### config.mk
export PLATFORM = sky130hd
export DESIGN_NAME = request_timeout_tracker_unit
export DESIGN_NICKNAME = d
export VERILOG_FILES = /design/src/rtl/rtt_pkg.sv /design/src/rtl/rtt_ram.sv /design/src/rtl/rtt_front.sv /design/src/rtl/rtt_engine.sv /design/src/rtl/request_timeout_tracker_unit.sv
export SDC_FILE = /design/constraint.sdc
export NUM_CORES = 2
export LEC_CHECK = 0
export ABC_CLOCK_PERIOD_IN_PS = 22300
export BUFFER_PORTS_ARGS = -buffer_cell sky130_fd_sc_hd__clkbuf_2
export CAP_MARGIN = 20
export CELL_PAD_IN_SITES_DETAIL_PLACEMENT = 1
export CELL_PAD_IN_SITES_GLOBAL_PLACEMENT = 1
export CORE_ASPECT_RATIO = 1.1
export CORE_UTILIZATION = 35
export CTS_CLUSTER_SIZE = 14
export DETAILED_ROUTE_END_ITERATION = 10
export HOLD_SLACK_MARGIN = 0.02
export PLACE_DENSITY_LB_ADDON = 0.1
export RECOVER_POWER = 25
export SYNTH_ARGS = -nofsm -noshare
export SYNTH_HDL_FRONTEND = slang
export SYNTH_SLANG_ARGS = --single-unit
### constraint.sdc
create_clock -name clk -period 22.3 [get_ports clk]
set_clock_uncertainty 0.2 [all_clocks]
set_input_delay 5.575 -clock clk [delete_from_list [all_inputs] [get_ports clk]]
set_output_delay 5.575 -clock clk [all_outputs]
set_load 0.05 [all_outputs]
### src/rtl/rtt_pkg.sv
// shared types, codes and defaults for the request timeout tracker
// no dependencies; used by rtt_front, rtt_engine and request_timeout_tracker_unit
`timescale 1ns / 1ps

package rtt_pkg;

	// field widths of the external channels
	localparam int RAW_ID_BITS = 6;
	localparam int RAW_ID_COUNT = 64;
	localparam int STAMP_BITS = 32;
	localparam int KIND_BITS = 2;

	// parameter defaults
	localparam int DEF_ID_COUNT = 64;
	localparam int DEF_QUEUE_DEPTH = 32;
	localparam int DEF_TIME_BITS = 32;

	localparam logic [STAMP_BITS-1:0] TIMEOUT_RESET = 32'd3;

	// operation codes
	localparam logic OP_START = 1'b0;
	localparam logic OP_END = 1'b1;

	// result kinds
	localparam logic [KIND_BITS-1:0] KIND_TIMEOUT = 2'd0;
	localparam logic [KIND_BITS-1:0] KIND_DONE = 2'd1;
	localparam logic [KIND_BITS-1:0] KIND_DROPPED = 2'd2;

	typedef struct packed {
		logic operation;
		logic [RAW_ID_BITS-1:0] request_id;
		logic [STAMP_BITS-1:0] timestamp;
	} evt_t;

	typedef struct packed {
		logic [KIND_BITS-1:0] result_kind;
		logic [RAW_ID_BITS-1:0] expired_id;
		logic [STAMP_BITS-1:0] detect_time;
		logic last_of_run;
	} res_t;

	// back end to front end control
	typedef struct packed {
		logic pop;
		logic clearing;
	} eng_ctl_t;

endpackage

### src/rtl/rtt_ram.sv
// generic single write port, single read port ram with registered read
// no dependencies
`timescale 1ns / 1ps

module rtt_ram #(
	parameter int WIDTH = 8,
	parameter int DEPTH = 16
) (
	input  logic                     clk,
	input  logic                     wr_en,
	input  logic [$clog2(DEPTH)-1:0] wr_addr,
	input  logic [WIDTH-1:0]         wr_data,
	input  logic                     rd_en,
	input  logic [$clog2(DEPTH)-1:0] rd_addr,
	output logic [WIDTH-1:0]         rd_data
);

	logic [WIDTH-1:0] mem_q [DEPTH];
	logic [WIDTH-1:0] rd_data_q;

	always_ff @(posedge clk) begin
		if (wr_en) begin
			mem_q[wr_addr] <= wr_data;
		end
		if (rd_en) begin
			rd_data_q <= mem_q[rd_addr];
		end
	end

	assign rd_data = rd_data_q;

endmodule

### src/rtl/rtt_front.sv
// front end: takes requests, folds the id into range, holds them in a short queue
// depends on rtt_pkg
`timescale 1ns / 1ps

module rtt_front #(
	parameter int ID_COUNT = rtt_pkg::DEF_ID_COUNT,
	parameter int TIME_BITS = rtt_pkg::DEF_TIME_BITS
) (
	input  logic                        clk,
	input  logic                        arst_n,
	input  logic                        evt_valid,
	output logic                        evt_stall,
	input  rtt_pkg::evt_t               evt_data,
	input  rtt_pkg::eng_ctl_t           ctl,
	output logic                        cmd_valid,
	output logic                        cmd_op,
	output logic [$clog2(ID_COUNT)-1:0] cmd_id,
	output logic [TIME_BITS-1:0]        cmd_time
);

	localparam int IDW = $clog2(ID_COUNT);

	typedef logic [IDW-1:0] id_map_t [rtt_pkg::RAW_ID_COUNT];

	function automatic id_map_t build_map();
		id_map_t m;
		for (int i = 0; i < rtt_pkg::RAW_ID_COUNT; i++) begin
			m[i] = IDW'(i % ID_COUNT);
		end
		return m;
	endfunction

	localparam id_map_t ID_MAP = build_map();

	logic                 slot_op_q   [2];
	logic [IDW-1:0]       slot_id_q   [2];
	logic [TIME_BITS-1:0] slot_time_q [2];
	logic                 wr_ptr_q;
	logic                 rd_ptr_q;
	logic [1:0]           fill_q;
	logic                 push;

	assign evt_stall = (fill_q == 2'd2) || ctl.clearing;
	assign push = evt_valid && !evt_stall;

	assign cmd_valid = (fill_q != 2'd0);
	assign cmd_op = slot_op_q[rd_ptr_q];
	assign cmd_id = slot_id_q[rd_ptr_q];
	assign cmd_time = slot_time_q[rd_ptr_q];

	always_ff @(posedge clk) begin
		if (push) begin
			slot_op_q[wr_ptr_q] <= evt_data.operation;
			slot_id_q[wr_ptr_q] <= ID_MAP[evt_data.request_id];
			slot_time_q[wr_ptr_q] <= TIME_BITS'(evt_data.timestamp);
		end
	end

	always_ff @(posedge clk or negedge arst_n) begin
		if (!arst_n) begin
			wr_ptr_q <= 1'b0;
			rd_ptr_q <= 1'b0;
			fill_q <= 2'd0;
		end else begin
			if (push) begin
				wr_ptr_q <= !wr_ptr_q;
			end
			if (ctl.pop) begin
				rd_ptr_q <= !rd_ptr_q;
			end
			if (push && !ctl.pop) begin
				fill_q <= fill_q + 2'd1;
			end else if (!push && ctl.pop) begin
				fill_q <= fill_q - 2'd1;
			end
		end
	end

endmodule

### src/rtl/rtt_engine.sv
// back end: drains the start-order queue, applies each request, drives the result register
// depends on rtt_pkg and rtt_ram
`timescale 1ns / 1ps

module rtt_engine #(
	parameter int ID_COUNT = rtt_pkg::DEF_ID_COUNT,
	parameter int QUEUE_DEPTH = rtt_pkg::DEF_QUEUE_DEPTH,
	parameter int TIME_BITS = rtt_pkg::DEF_TIME_BITS
) (
	input  logic                             clk,
	input  logic                             arst_n,
	input  logic [rtt_pkg::STAMP_BITS-1:0]   timeout,
	input  logic                             cmd_valid,
	input  logic                             cmd_op,
	input  logic [$clog2(ID_COUNT)-1:0]      cmd_id,
	input  logic [TIME_BITS-1:0]             cmd_time,
	output rtt_pkg::eng_ctl_t                ctl,
	output logic                             res_valid,
	input  logic                             res_stall,
	output rtt_pkg::res_t                    res_data
);

	localparam int IDW = $clog2(ID_COUNT);
	localparam int HW = $clog2(QUEUE_DEPTH);
	localparam int CW = $clog2(QUEUE_DEPTH + 1);
	localparam int TW = TIME_BITS + 1;
	localparam int CMPW = (TIME_BITS > rtt_pkg::STAMP_BITS) ? TIME_BITS : rtt_pkg::STAMP_BITS;

	localparam logic [2:0] ST_CLEAR   = 3'd0;
	localparam logic [2:0] ST_IDLE    = 3'd1;
	localparam logic [2:0] ST_FIFO_RD = 3'd2;
	localparam logic [2:0] ST_TBL_RD  = 3'd3;
	localparam logic [2:0] ST_APPLY   = 3'd4;

	logic [2:0]           state_q, state_n;
	logic [IDW-1:0]       clr_q;
	logic                 ev_op_q;
	logic [IDW-1:0]       ev_id_q;
	logic [TIME_BITS-1:0] ev_time_q;
	logic [HW-1:0]        head_q, head_nxt;
	logic [HW-1:0]        tail_q, tail_nxt;
	logic [CW-1:0]        count_q;
	logic                 res_valid_q;
	rtt_pkg::res_t        res_q, res_n;

	logic                 tbl_wr_en, tbl_rd_en;
	logic [IDW-1:0]       tbl_wr_addr;
	logic [TW-1:0]        tbl_wr_data, tbl_rd_data;
	logic                 fifo_rd_en;
	logic [HW-1:0]        fifo_rd_addr;
	logic [IDW-1:0]       fifo_rd_data;

	logic                 tbl_pend;
	logic [TIME_BITS-1:0] tbl_start, age;
	logic                 is_expired, out_free, take_cmd;
	logic                 report, discard, pop_fifo, finish, is_start, drop, push;

	rtt_ram #(
		.WIDTH (TW),
		.DEPTH (ID_COUNT)
	) u_time_tbl (
		.clk     (clk),
		.wr_en   (tbl_wr_en),
		.wr_addr (tbl_wr_addr),
		.wr_data (tbl_wr_data),
		.rd_en   (tbl_rd_en),
		.rd_addr (fifo_rd_data),
		.rd_data (tbl_rd_data)
	);

	rtt_ram #(
		.WIDTH (IDW),
		.DEPTH (QUEUE_DEPTH)
	) u_order_fifo (
		.clk     (clk),
		.wr_en   (push),
		.wr_addr (tail_q),
		.wr_data (ev_id_q),
		.rd_en   (fifo_rd_en),
		.rd_addr (fifo_rd_addr),
		.rd_data (fifo_rd_data)
	);

	always_comb begin
		head_nxt = (head_q == HW'(QUEUE_DEPTH - 1)) ? '0 : head_q + 1'b1;
		tail_nxt = (tail_q == HW'(QUEUE_DEPTH - 1)) ? '0 : tail_q + 1'b1;

		tbl_pend = tbl_rd_data[TIME_BITS];
		tbl_start = tbl_rd_data[TIME_BITS-1:0];
		// wrapping age, compared at the wider of time and timeout width
		age = ev_time_q - tbl_start;
		is_expired = (CMPW'(age) > CMPW'(timeout));

		out_free = !res_valid_q || !res_stall;
		take_cmd = (state_q == ST_IDLE) && cmd_valid;
		report = (state_q == ST_TBL_RD) && tbl_pend && is_expired && out_free;
		discard = (state_q == ST_TBL_RD) && !tbl_pend;
		pop_fifo = report || discard;
		finish = (state_q == ST_APPLY) && out_free;
		is_start = (ev_op_q == rtt_pkg::OP_START);
		drop = is_start && (count_q == CW'(QUEUE_DEPTH));
		push = finish && is_start && !drop;

		fifo_rd_en = (take_cmd && (count_q != '0)) || (pop_fifo && (count_q > CW'(1)));
		fifo_rd_addr = (state_q == ST_IDLE) ? head_q : head_nxt;
		tbl_rd_en = (state_q == ST_FIFO_RD);

		tbl_wr_en = 1'b0;
		tbl_wr_addr = ev_id_q;
		tbl_wr_data = '0;
		if (state_q == ST_CLEAR) begin
			tbl_wr_en = 1'b1;
			tbl_wr_addr = clr_q;
		end else if (report) begin
			tbl_wr_en = 1'b1;
			tbl_wr_addr = fifo_rd_data;
			tbl_wr_data = {1'b0, tbl_start};
		end else if (finish && !drop) begin
			// start marks pending with its time, end clears pending
			tbl_wr_en = 1'b1;
			tbl_wr_data = {is_start, ev_time_q};
		end

		if (report) begin
			res_n.result_kind = rtt_pkg::KIND_TIMEOUT;
			res_n.expired_id = rtt_pkg::RAW_ID_BITS'(fifo_rd_data);
			res_n.last_of_run = 1'b0;
		end else begin
			res_n.result_kind = drop ? rtt_pkg::KIND_DROPPED : rtt_pkg::KIND_DONE;
			res_n.expired_id = '0;
			res_n.last_of_run = 1'b1;
		end
		res_n.detect_time = rtt_pkg::STAMP_BITS'(ev_time_q);

		state_n = state_q;
		unique case (state_q)
			ST_CLEAR: begin
				if (clr_q == IDW'(ID_COUNT - 1)) begin
					state_n = ST_IDLE;
				end
			end
			ST_IDLE: begin
				if (cmd_valid) begin
					state_n = (count_q != '0) ? ST_FIFO_RD : ST_APPLY;
				end
			end
			ST_FIFO_RD: begin
				state_n = ST_TBL_RD;
			end
			ST_TBL_RD: begin
				if (pop_fifo) begin
					state_n = (count_q > CW'(1)) ? ST_FIFO_RD : ST_APPLY;
				end else if (tbl_pend && !is_expired) begin
					state_n = ST_APPLY;
				end
			end
			ST_APPLY: begin
				if (out_free) begin
					state_n = ST_IDLE;
				end
			end
			default: begin
				state_n = ST_IDLE;
			end
		endcase
	end

	assign ctl.pop = take_cmd;
	assign ctl.clearing = (state_q == ST_CLEAR);
	assign res_valid = res_valid_q;
	assign res_data = res_q;

	always_ff @(posedge clk) begin
		if (take_cmd) begin
			ev_op_q <= cmd_op;
			ev_id_q <= cmd_id;
			ev_time_q <= cmd_time;
		end
		if (report || finish) begin
			res_q <= res_n;
		end
	end

	always_ff @(posedge clk or negedge arst_n) begin
		if (!arst_n) begin
			state_q <= ST_CLEAR;
			clr_q <= '0;
			head_q <= '0;
			tail_q <= '0;
			count_q <= '0;
			res_valid_q <= 1'b0;
		end else begin
			state_q <= state_n;
			if (state_q == ST_CLEAR) begin
				clr_q <= clr_q + 1'b1;
			end
			if (pop_fifo) begin
				head_q <= head_nxt;
				count_q <= count_q - 1'b1;
			end else if (push) begin
				tail_q <= tail_nxt;
				count_q <= count_q + 1'b1;
			end
			if (report || finish) begin
				res_valid_q <= 1'b1;
			end else if (!res_stall) begin
				res_valid_q <= 1'b0;
			end
		end
	end

endmodule

### src/rtl/request_timeout_tracker_unit.sv
// Outstanding request timeout tracker.
// Request channel evt_*: valid/stall, one start or end per request with id and time.
// Result channel res_*: valid/stall, timeout reports followed by one status result
// with last_of_run set; the result register holds while res_stall is high and the
// back end waits on it, while the front queue keeps taking up to two requests.
// Config channel cfg_*: valid/ready, writes timeout_q (always ready).
// In the back end, when the start-order queue is empty, a request goes straight to the
// apply state; else it first drains the queue, examining each drained entry and the young
// entry that stops the drain; each examined entry costs one queue ram read and one
// time-table ram read in sequence. A new result waits while res_stall holds the
// previous one in the result register, and the back end waits with it.
// After reset the time table is swept clear, one entry a cycle, with evt_stall held
// high; timeout_q resets to 3.
// Depends on rtt_pkg, rtt_front, rtt_engine, rtt_ram.
`timescale 1ns / 1ps

module request_timeout_tracker_unit #(
	parameter int ID_COUNT = rtt_pkg::DEF_ID_COUNT,
	parameter int QUEUE_DEPTH = rtt_pkg::DEF_QUEUE_DEPTH,
	parameter int TIME_BITS = rtt_pkg::DEF_TIME_BITS
) (
	input  logic                           clk,
	input  logic                           arst_n,
	input  logic                           evt_valid,
	output logic                           evt_stall,
	input  rtt_pkg::evt_t                  evt_data,
	output logic                           res_valid,
	input  logic                           res_stall,
	output rtt_pkg::res_t                  res_data,
	input  logic                           cfg_valid,
	output logic                           cfg_ready,
	input  logic [rtt_pkg::STAMP_BITS-1:0] cfg_data
);

	logic [rtt_pkg::STAMP_BITS-1:0] timeout_q;
	rtt_pkg::eng_ctl_t              ctl;
	logic                           cmd_valid;
	logic                           cmd_op;
	logic [$clog2(ID_COUNT)-1:0]    cmd_id;
	logic [TIME_BITS-1:0]           cmd_time;

	assign cfg_ready = 1'b1;

	always_ff @(posedge clk or negedge arst_n) begin
		if (!arst_n) begin
			timeout_q <= rtt_pkg::TIMEOUT_RESET;
		end else if (cfg_valid && cfg_ready) begin
			timeout_q <= cfg_data;
		end
	end

	rtt_front #(
		.ID_COUNT  (ID_COUNT),
		.TIME_BITS (TIME_BITS)
	) u_front (
		.clk       (clk),
		.arst_n    (arst_n),
		.evt_valid (evt_valid),
		.evt_stall (evt_stall),
		.evt_data  (evt_data),
		.ctl       (ctl),
		.cmd_valid (cmd_valid),
		.cmd_op    (cmd_op),
		.cmd_id    (cmd_id),
		.cmd_time  (cmd_time)
	);

	rtt_engine #(
		.ID_COUNT    (ID_COUNT),
		.QUEUE_DEPTH (QUEUE_DEPTH),
		.TIME_BITS   (TIME_BITS)
	) u_engine (
		.clk       (clk),
		.arst_n    (arst_n),
		.timeout   (timeout_q),
		.cmd_valid (cmd_valid),
		.cmd_op    (cmd_op),
		.cmd_id    (cmd_id),
		.cmd_time  (cmd_time),
		.ctl       (ctl),
		.res_valid (res_valid),
		.res_stall (res_stall),
		.res_data  (res_data)
	);

	// no request taken while the table sweep runs
	a_no_accept_in_clear: assert property (@(posedge clk) disable iff (!arst_n)
		ctl.clearing |-> evt_stall)
		else $error("request accepted during table clear");

	// back end only pops a command that the front end holds
	a_pop_has_cmd: assert property (@(posedge clk) disable iff (!arst_n)
		ctl.pop |-> cmd_valid && !ctl.clearing)
		else $error("command popped from empty front queue");

	// timeout reports are never the final result of a request
	a_report_not_last: assert property (@(posedge clk) disable iff (!arst_n)
		res_valid && (res_data.result_kind == rtt_pkg::KIND_TIMEOUT) |-> !res_data.last_of_run)
		else $error("timeout report flagged as last");

	// status results carry a zero id and a done or dropped kind
	a_status_shape: assert property (@(posedge clk) disable iff (!arst_n)
		res_valid && res_data.last_of_run |->
			(res_data.expired_id == '0) &&
			((res_data.result_kind == rtt_pkg::KIND_DONE) ||
			 (res_data.result_kind == rtt_pkg::KIND_DROPPED)))
		else $error("malformed status result");

endmodule
# Yosys cells after proc, flatten, opt, wreduce, memory -nomap -nowiden

Memories as Yosys holds them, arrays and structs flattened. A register that Yosys moved wholly into a read port is not among the register bits.
Cells that the tools add are included.

Add/subtract/negate cells: 8
Magnitude comparators: 3
Equal/unequal tests: 14
Mux-type cells: 35
Bitwise logic cells: 3
Reductions and logical operators: 38

Operators with widths:

| operator                                                 | number |
|---|---|
| 2-to-1 mux 33 bit                                        | 3 |
| 2-to-1 mux 6 bit                                         | 6 |
| > comparator 32 bit                                      | 1 |
| subtractor 32 bit                                        | 1 |
| 2-to-1 mux 3 bit                                         | 7 |
| logical AND 1 bit                                        | 16 |
| 2-to-1 mux 5 bit                                         | 3 |
| one-hot mux 3 bit (5 select lines)                       | 1 |
| adder 6 x 1 -> 6 bit, second input constant              | 2 |
| equality test 6 bit, second input constant               | 2 |
| 2-to-1 mux 1 bit                                         | 12 |
| adder 5 x 1 -> 5 bit, second input constant              | 2 |
| equality test 5 bit, second input constant               | 2 |
| zero test 1 bit                                          | 10 |
| greater-or-equal comparator 7 bit, second input constant | 1 |
| inverter 6 -> 7 bit                                      | 1 |
| equality test 3 x 2 -> 1 bit, second input constant      | 2 |
| > comparator 6 x 1 -> 1 bit, second input constant       | 1 |
| 2-to-1 mux 2 bit                                         | 3 |
| inequality test 2 x 1 -> 1 bit, second input constant    | 3 |
| nonzero test 2 bit                                       | 3 |
| nonzero test 6 bit                                       | 1 |
| subtractor 6 x 1 -> 6 bit, second input constant         | 1 |
| logical OR 1 bit                                         | 5 |
| other kinds (11)                                         | 12 |

Register bits after elaboration: 103
Bits in writable memories: 2382
Bits in read-only memories: 384
Bits of input ports: 76
Output and inout bits: 44
Memories: 6

Memory list:

| memory                      | depth | width | read ports | clocked after memory_dff | wr ports | RTL line        | RTL |
|---|---|---|---|---|---|---|---|
| u_engine.u_time_tbl.mem_q   | 64    | 33    | 1          | 1                        | 1        | rtt_ram.sv:18   | `logic [WIDTH-1:0] mem_q [DEPTH];` |
| (no name shown)             | 64    | 6     | 1          | 0                        | 0        | rtt_front.sv:54 | `slot_id_q[wr_ptr_q] <= ID_MAP[evt_data.request_id];` |
| u_engine.u_order_fifo.mem_q | 32    | 6     | 1          | 1                        | 1        | rtt_ram.sv:18   |  |
| u_front.slot_time_q         | 2     | 32    | 1          | 1                        | 1        | rtt_front.sv:37 | `logic [TIME_BITS-1:0] slot_time_q [2];` |
| u_front.slot_id_q           | 2     | 6     | 1          | 1                        | 1        | rtt_front.sv:36 | `logic [IDW-1:0] slot_id_q [2];` |
| u_front.slot_op_q           | 2     | 1     | 1          | 1                        | 1        | rtt_front.sv:35 | `logic slot_op_q [2];` |

# Longest topological paths before layout

Depth after elaboration: 9
Depth in mapped cells: 25

# Modules after synthesis

Synthesis repeated with hierarchy kept, for this count alone.

Cell total of the unflattened synthesis: 4876
Area total of the unflattened synthesis: 100765.4 sq um

By module, submodules not included:

| module                          | instances | cells an instance | area an instance (sq um) | sequential area each (sq um) |
|---|---|---|---|---|
| rtt_ram (u_engine.u_time_tbl)   | 1         | 3598              | 81523.2                  | 64411.8 |
| rtt_ram (u_engine.u_order_fifo) | 1         | 323               | 7649.8                   | 5945.7 |
| rtt_engine                      | 1         | 745               | 7198.2                   | 3052.9 |
| rtt_front                       | 1         | 140               | 3035.4                   | 2442.3 |
| request_timeout_tracker_unit    | 1         | 70                | 1358.8                   | 803.3 |

# Worst setup path before layout

OpenSTA, ideal clock, no wires.

Path kind: input-to-reg
From: input port res_stall
To: memory u_engine.u_time_tbl.mem_q[2][0] (netlist name) (enable)
Setup time: 506 ps
Arrival time: 9862 ps
Data required time: 21594 ps
Slack: 11732 ps
Cell stages on the path: 7
Path buffers: 0
Cells stage by stage: nand2_1 -> nand3_1 -> a31oi_1 -> o31ai_1 -> a21oi_2 -> nand3_1 -> nor4_1

Longest elaborated chain between the ends: 9

RTL lines:

| what                                   | RTL line                           | RTL |
|---|---|---|
| start: declaration                     | request_timeout_tracker_unit.sv:28 | `input logic res_stall,` |
| zero test 1 bit *                      | rtt_engine.sv:94                   | `out_free = !res_valid_q \|\| !res_stall;` |
| logical OR 1 bit *                     | rtt_engine.sv:94                   |  |
| logical AND 1 bit                      | rtt_engine.sv:99                   | `finish = (state_q == ST_APPLY) && out_free;` |
| logical AND 1 bit                      | rtt_engine.sv:118                  | `end else if (finish && !drop) begin` |
| 2-to-1 mux 1 bit                       | rtt_engine.sv:118                  |  |
| 2-to-1 mux 1 bit                       | rtt_engine.sv:114                  | `end else if (report) begin` |
| 2-to-1 mux 1 bit                       | rtt_engine.sv:111                  | `if (state_q == ST_CLEAR) begin` |
| 2-to-1 mux 1 bit                       | rtt_ram.sv:22                      | `if (wr_en) begin` |
| 2-to-1 mux 1 bit (implied by the code) | rtt_ram.sv:23                      | `mem_q[wr_addr] <= wr_data;` |
| end: declaration                       | rtt_ram.sv:18                      |  |

Mark *: on every way between the ends. The rest lies on a longest branch, timed or not.

==> impl_table.tex <==
\begin{tabular}{lr}
\hline
Metric & Value \\
\hline
\multicolumn{2}{l}{\textbf{Power}} \\
\quad Cell Pwr Density & between 100 and 150 nW/um\^{}2 \\
\quad Static leakage power & 36.8 nW \\
\quad Maximum vdd drop & about 110 uV \\
\multicolumn{2}{l}{\textbf{STA}} \\
\quad Clock period minus final worst setup slack & 14.45 ns \\
\quad Transition at the pin with the smallest max-transition slack & 4.03 ns \\
\quad Number of max-slew violations in the final report & 2064 \\
\quad Final Cycle Share & $\sim$65\% \\
\quad Final setup TNS & 0 ns \\
\quad Number of setup violations in the final report & 0 \\
\quad Count of final hold-check violations & 0 \\
\quad Slew HR & -168\% \\
\quad Fmax & 0.0692 GHz \\
\quad Final Hold Slack & $\sim$0.27 ns \\
\quad RSZ-0062 raised after global routing & false \\
\multicolumn{2}{l}{\textbf{Run status}} \\
\quad Violations in the final reports & capacitance limit, slew limit \\
\quad Result of the run & finished with violations \\
\multicolumn{2}{l}{\textbf{Cells and area}} \\
\quad Non-filler cells in the finished layout & 8904 \\
\quad Post-layout net count & 5095 \\
\quad Final core utilization & 40.6\% \\
\quad Finished layout cell area & 116000 sq um \\
\quad Layout cell share with drive strength beyond 1 & 27.2\% \\
\quad Area growth syn-to-layout & 15.3\% \\
\multicolumn{2}{l}{\textbf{Placed design}} \\
\quad Post-DP Area & 107000 sq um \\
\quad Placed insts & 8377 \\
\quad Routability-driven placement congestion ratio & between 0.7 and 0.8 \\
\quad Detailed placement HPWL & approximately 160000 microns \\
\quad Count of input and output buffers & 118 \\
\multicolumn{2}{l}{\textbf{Critical path}} \\
\quad Setup Crit Path Kind & flip-flop to flip-flop \\
\quad Critical-path maximum fanout & 52 \\
\quad Worst path buffer plus inverter count & 5 \\
\quad Crit path largest cell delay & 2.71 ns \\
\quad Startpoint Class & flip-flop \\
\quad Worst reg2reg path startpoint & u\_engine.u\_order\_fifo.rd\_data[1] \\
\quad Ordered list of cells on the worst path & clkbuf\_1 -> clkbuf\_1 -> clkbuf\_1 -> clkbuf\_1 -> clkbuf\_1 -> mux4\_2 -> mux4\_2 -> mux4\_2 \\
\quad Most used cell along the critical path & clkbuf\_1 \\
\quad Crit path DAT & 14.85 ns \\
\quad Cell with the biggest individual delay on the critical path & clkbuf\_1 \\
\quad Capturing element type of the critical path & flip-flop \\
\quad Top delay family on crit path & buffers and inverters \\
\quad Worst setup startpoint & u\_engine.u\_order\_fifo.rd\_data[1] \\
\quad Worst Path Required & $\sim$23 ns \\
\multicolumn{2}{l}{\textbf{Flow run}} \\
\quad Number of max-cap violations & 44 \\
\multicolumn{2}{l}{\textbf{Synth}} \\
\quad Synthesized-area fraction occupied by and/or/nand/nor cells & 2.33\% \\
\quad Post-synthesis sequential element count & 2563 \\
\quad Proportion of synthesized flip-flops having asynchronous set or reset & 2.42\% \\
\quad Share of cell area taken by muxes after synthesis & 16.1\% \\
\quad Area of the mapped netlist & 100000 sq um \\
\quad Count of distinct cell types in the synthesized netlist & 77 \\
\quad Compound-gate portion of the synthesized area & about 2.5\% \\
\quad Xor and xnor fraction of the mapped netlist area & less than 1\% \\
\quad EDFF count, synth & 2501 \\
\quad Adder and majority gate portion of the synthesized area & less than 1\% \\
\quad Number of instances in the synthesized netlist & 4612 \\
\quad Sequential area share after synthesis & 76.5\% \\
\quad Combinational family with the most area after synthesis & multiplexers \\
\quad Top flip-flop cell by instance count after synthesis & edfxtp\_1 \\
\quad Per-instance average area after synthesis & 21.7 sq um \\
\quad Synthesis warning total & 0 \\
\quad Post-Synthesis Net Count & 4764 \\
\multicolumn{2}{l}{\textbf{Drt}} \\
\quad Post-DRT Antenna Nets & 0 \\
\quad Routed via count & 47500 \\
\quad Via density & 5.33 \\
\quad DRC & 0 \\
\quad Initial detailed-routing violation count & 4059 \\
\quad Final wirelength & 274000 microns \\
\quad First-pass iteration count of the detailed router & 5 \\
\quad Average routed wire per standard cell & between 30 and 40 microns \\
\multicolumn{2}{l}{\textbf{Hold path}} \\
\quad Min-Delay Path Class & flip-flop to flip-flop \\
\quad Hold wc startpoint & u\_engine.ev\_time\_q[0] \\
\multicolumn{2}{l}{\textbf{CTS}} \\
\quad Clock slew at reported path FFs & 0.06 ns \\
\quad Source-to-sink clock delay at the later pin of the worst-skew pair & around 0.9 ns \\
\quad Setup bufs post-CTS & 0 \\
\quad Number of buffers between clock root and the deepest sink & 4 \\
\quad Post-CTS sizing & 0 \\
\quad CTS tree & yes \\
\quad Clk root buf & clkbuf\_16 \\
\quad Number of H-tree branching levels & 5 \\
\quad Count of clock tree sinks & 2563 \\
\quad TritonCTS Buffers & 289 \\
\quad Post-CTS Hold Buffers & 0 \\
\multicolumn{2}{l}{\textbf{GRT}} \\
\quad Antenna violations before repair & 22 \\
\quad Remaining Overflow, GRT & 0 \\
\quad Maximum number of pins on one net before global-route repair & 122 \\
\quad Overall Global Routing Usage & around a fifth \\
\quad Vias in the first global route & 50500 \\
\quad First-pass GRT wire length & roughly 390000 microns \\
\multicolumn{2}{l}{\textbf{Floorplan}} \\
\quad Die Y & 563 microns \\
\quad Overall die area & 288000 sq um \\
\quad Starting density of the core & 35.3\% \\
\quad Number of top-level pins & 120 \\
\quad Die outline width & 512 microns \\
\quad Core area & between 200000 and 300000 sq um \\
\quad Number of rows created at floorplan & approximately 210 \\
\hline
\end{tabular}
==> placed cells by master (no fill, tap or decap), drive strengths merged, types with 12 or more instances in the layout <==
| cell type | n |
|---|---|
| or3 | 12 |
| nor2 | 120 |
| a21o | 29 |
| xnor2 | 29 |
| inv | 94 |
| a211oi | 77 |
| mux2 | 42 |
| edfxtp | 2501 |
| dfrtp | 60 |
| bufinv | 24 |
| buf | 111 |
| clkinv | 114 |
| a31oi | 32 |
| o21ai | 95 |
| mux4 | 693 |
| nand2 | 219 |
| and2 | 54 |
| a21oi | 63 |
| ha | 75 |
| clkbuf | 525 |
| xor2 | 12 |
| a311oi | 26 |
| nand3 | 27 |
==> flip-flops by register name, summed over array words and instances (netlist names), 12 cells and up <==
signal and count:
u_engine.u_time_tbl.mem_q 2112, u_engine.u_order_fifo.mem_q 192, u_engine.ev_time_q 32, u_engine.u_time_tbl.rd_data 33, timeout_q 32, u_front.slot_id_q 12, u_front.slot_time_q 64, u_engine.res_data 41
==> final timing paths <==
path	end	cells after the start	slack, ns
max	u_engine.u_time_tbl.rd_data[1]	8	7.85
min	u_engine.res_data[1]	0	0.27
max reg2reg	u_engine.u_time_tbl.rd_data[1]	8	7.85
min reg2reg	u_engine.res_data[1]	0	0.27
max in group asynchronous	u_front.rd_ptr_q	1	13.87
min in group asynchronous	u_front.wr_ptr_q	1	5.84
==> stage by stage <==
| stage | setup slack [ns] | total power (W) |
|---|---|---|
| 6_report | 7.85 | 0.0169 |
| 5_1_grt | 6.90 | 0.0176 |
| 4_1_cts | 13.58 | 0.0171 |
| 3_5_place_dp | 12.62 | 0.0124 |
| 3_3_place_gp | 12.73 | 0.0123 |
| 2_1_floorplan | 11.73 | 0.00993 |
==> power by group <==
| part | switching (W) | internal (W) |
|---|---|---|
| clock network | 0.00196 | 0.00274 |
| logic | 0.00361 | 0.00219 |
| registers | 0.000200 | 0.00616 |
| total | 0.00578 | 0.0111 |
==> final cells by class <==
type | instances | area (sq um)
timing repair buffer | 270 | 1550
tap | 3726 | 4660
antenna | 4 | 10.0
inverter | 86 | 333
clock inverter | 156 | 1570
fill | 26600 | 169000
sequential | 2563 | 76700
multi-input combinational | 1733 | 23000
clock buffer | 366 | 7710
==> routing by layer <==
layer  track usage (%)  wire (microns)  vias up
met5                 0               0        -
met2              31.4          134000     1126
met1              26.5          122000    26000
met4              4.11            5160        0
met3              2.83           12600      331
li1                  -               -    20000
==> cells by family after synthesis <==
group / Yosys count
flops: 2563
mux: 736
simple gates: 502
compound gates: 377
buf+inv: 316
fa+ha+maj: 76
xor+xnor: 41
other cells: 1
==> cell usage after synthesis, drive strengths merged (3+ instances only) <==
master   count  share of area [%]
edfxtp    2501                 75
mux4       693                 16
nand2      219               0.83
clkbuf     143               0.54
nor2       120               0.45
o21ai       95               0.48
buf         87               0.42
inv         86               0.32
a211oi      77               0.58
ha          75               0.94
a21oi       63               0.32
dfrtp       60                1.5
and2        54               0.34
mux2        42               0.47
a31oi       32               0.20
a21o        29               0.22
xnor2       29               0.25
nand3       27               0.15
a311oi      26               0.24
or3         12              0.075
xor2        12               0.10
nand2b      10              0.062
nand4       10              0.069
nor3        10              0.050
nand3b       9              0.067
o211ai       9              0.072
o31ai        9              0.067
nor4         7              0.065
and3         6              0.037
o21a         5              0.037
or2          5              0.031
o2111ai      4              0.035
a211o        3              0.026
nor2b        3              0.019
o21bai       3              0.022
o22ai        3              0.019
o41ai        3              0.026
Note: power is estimated with default switching activity, not from simulation.
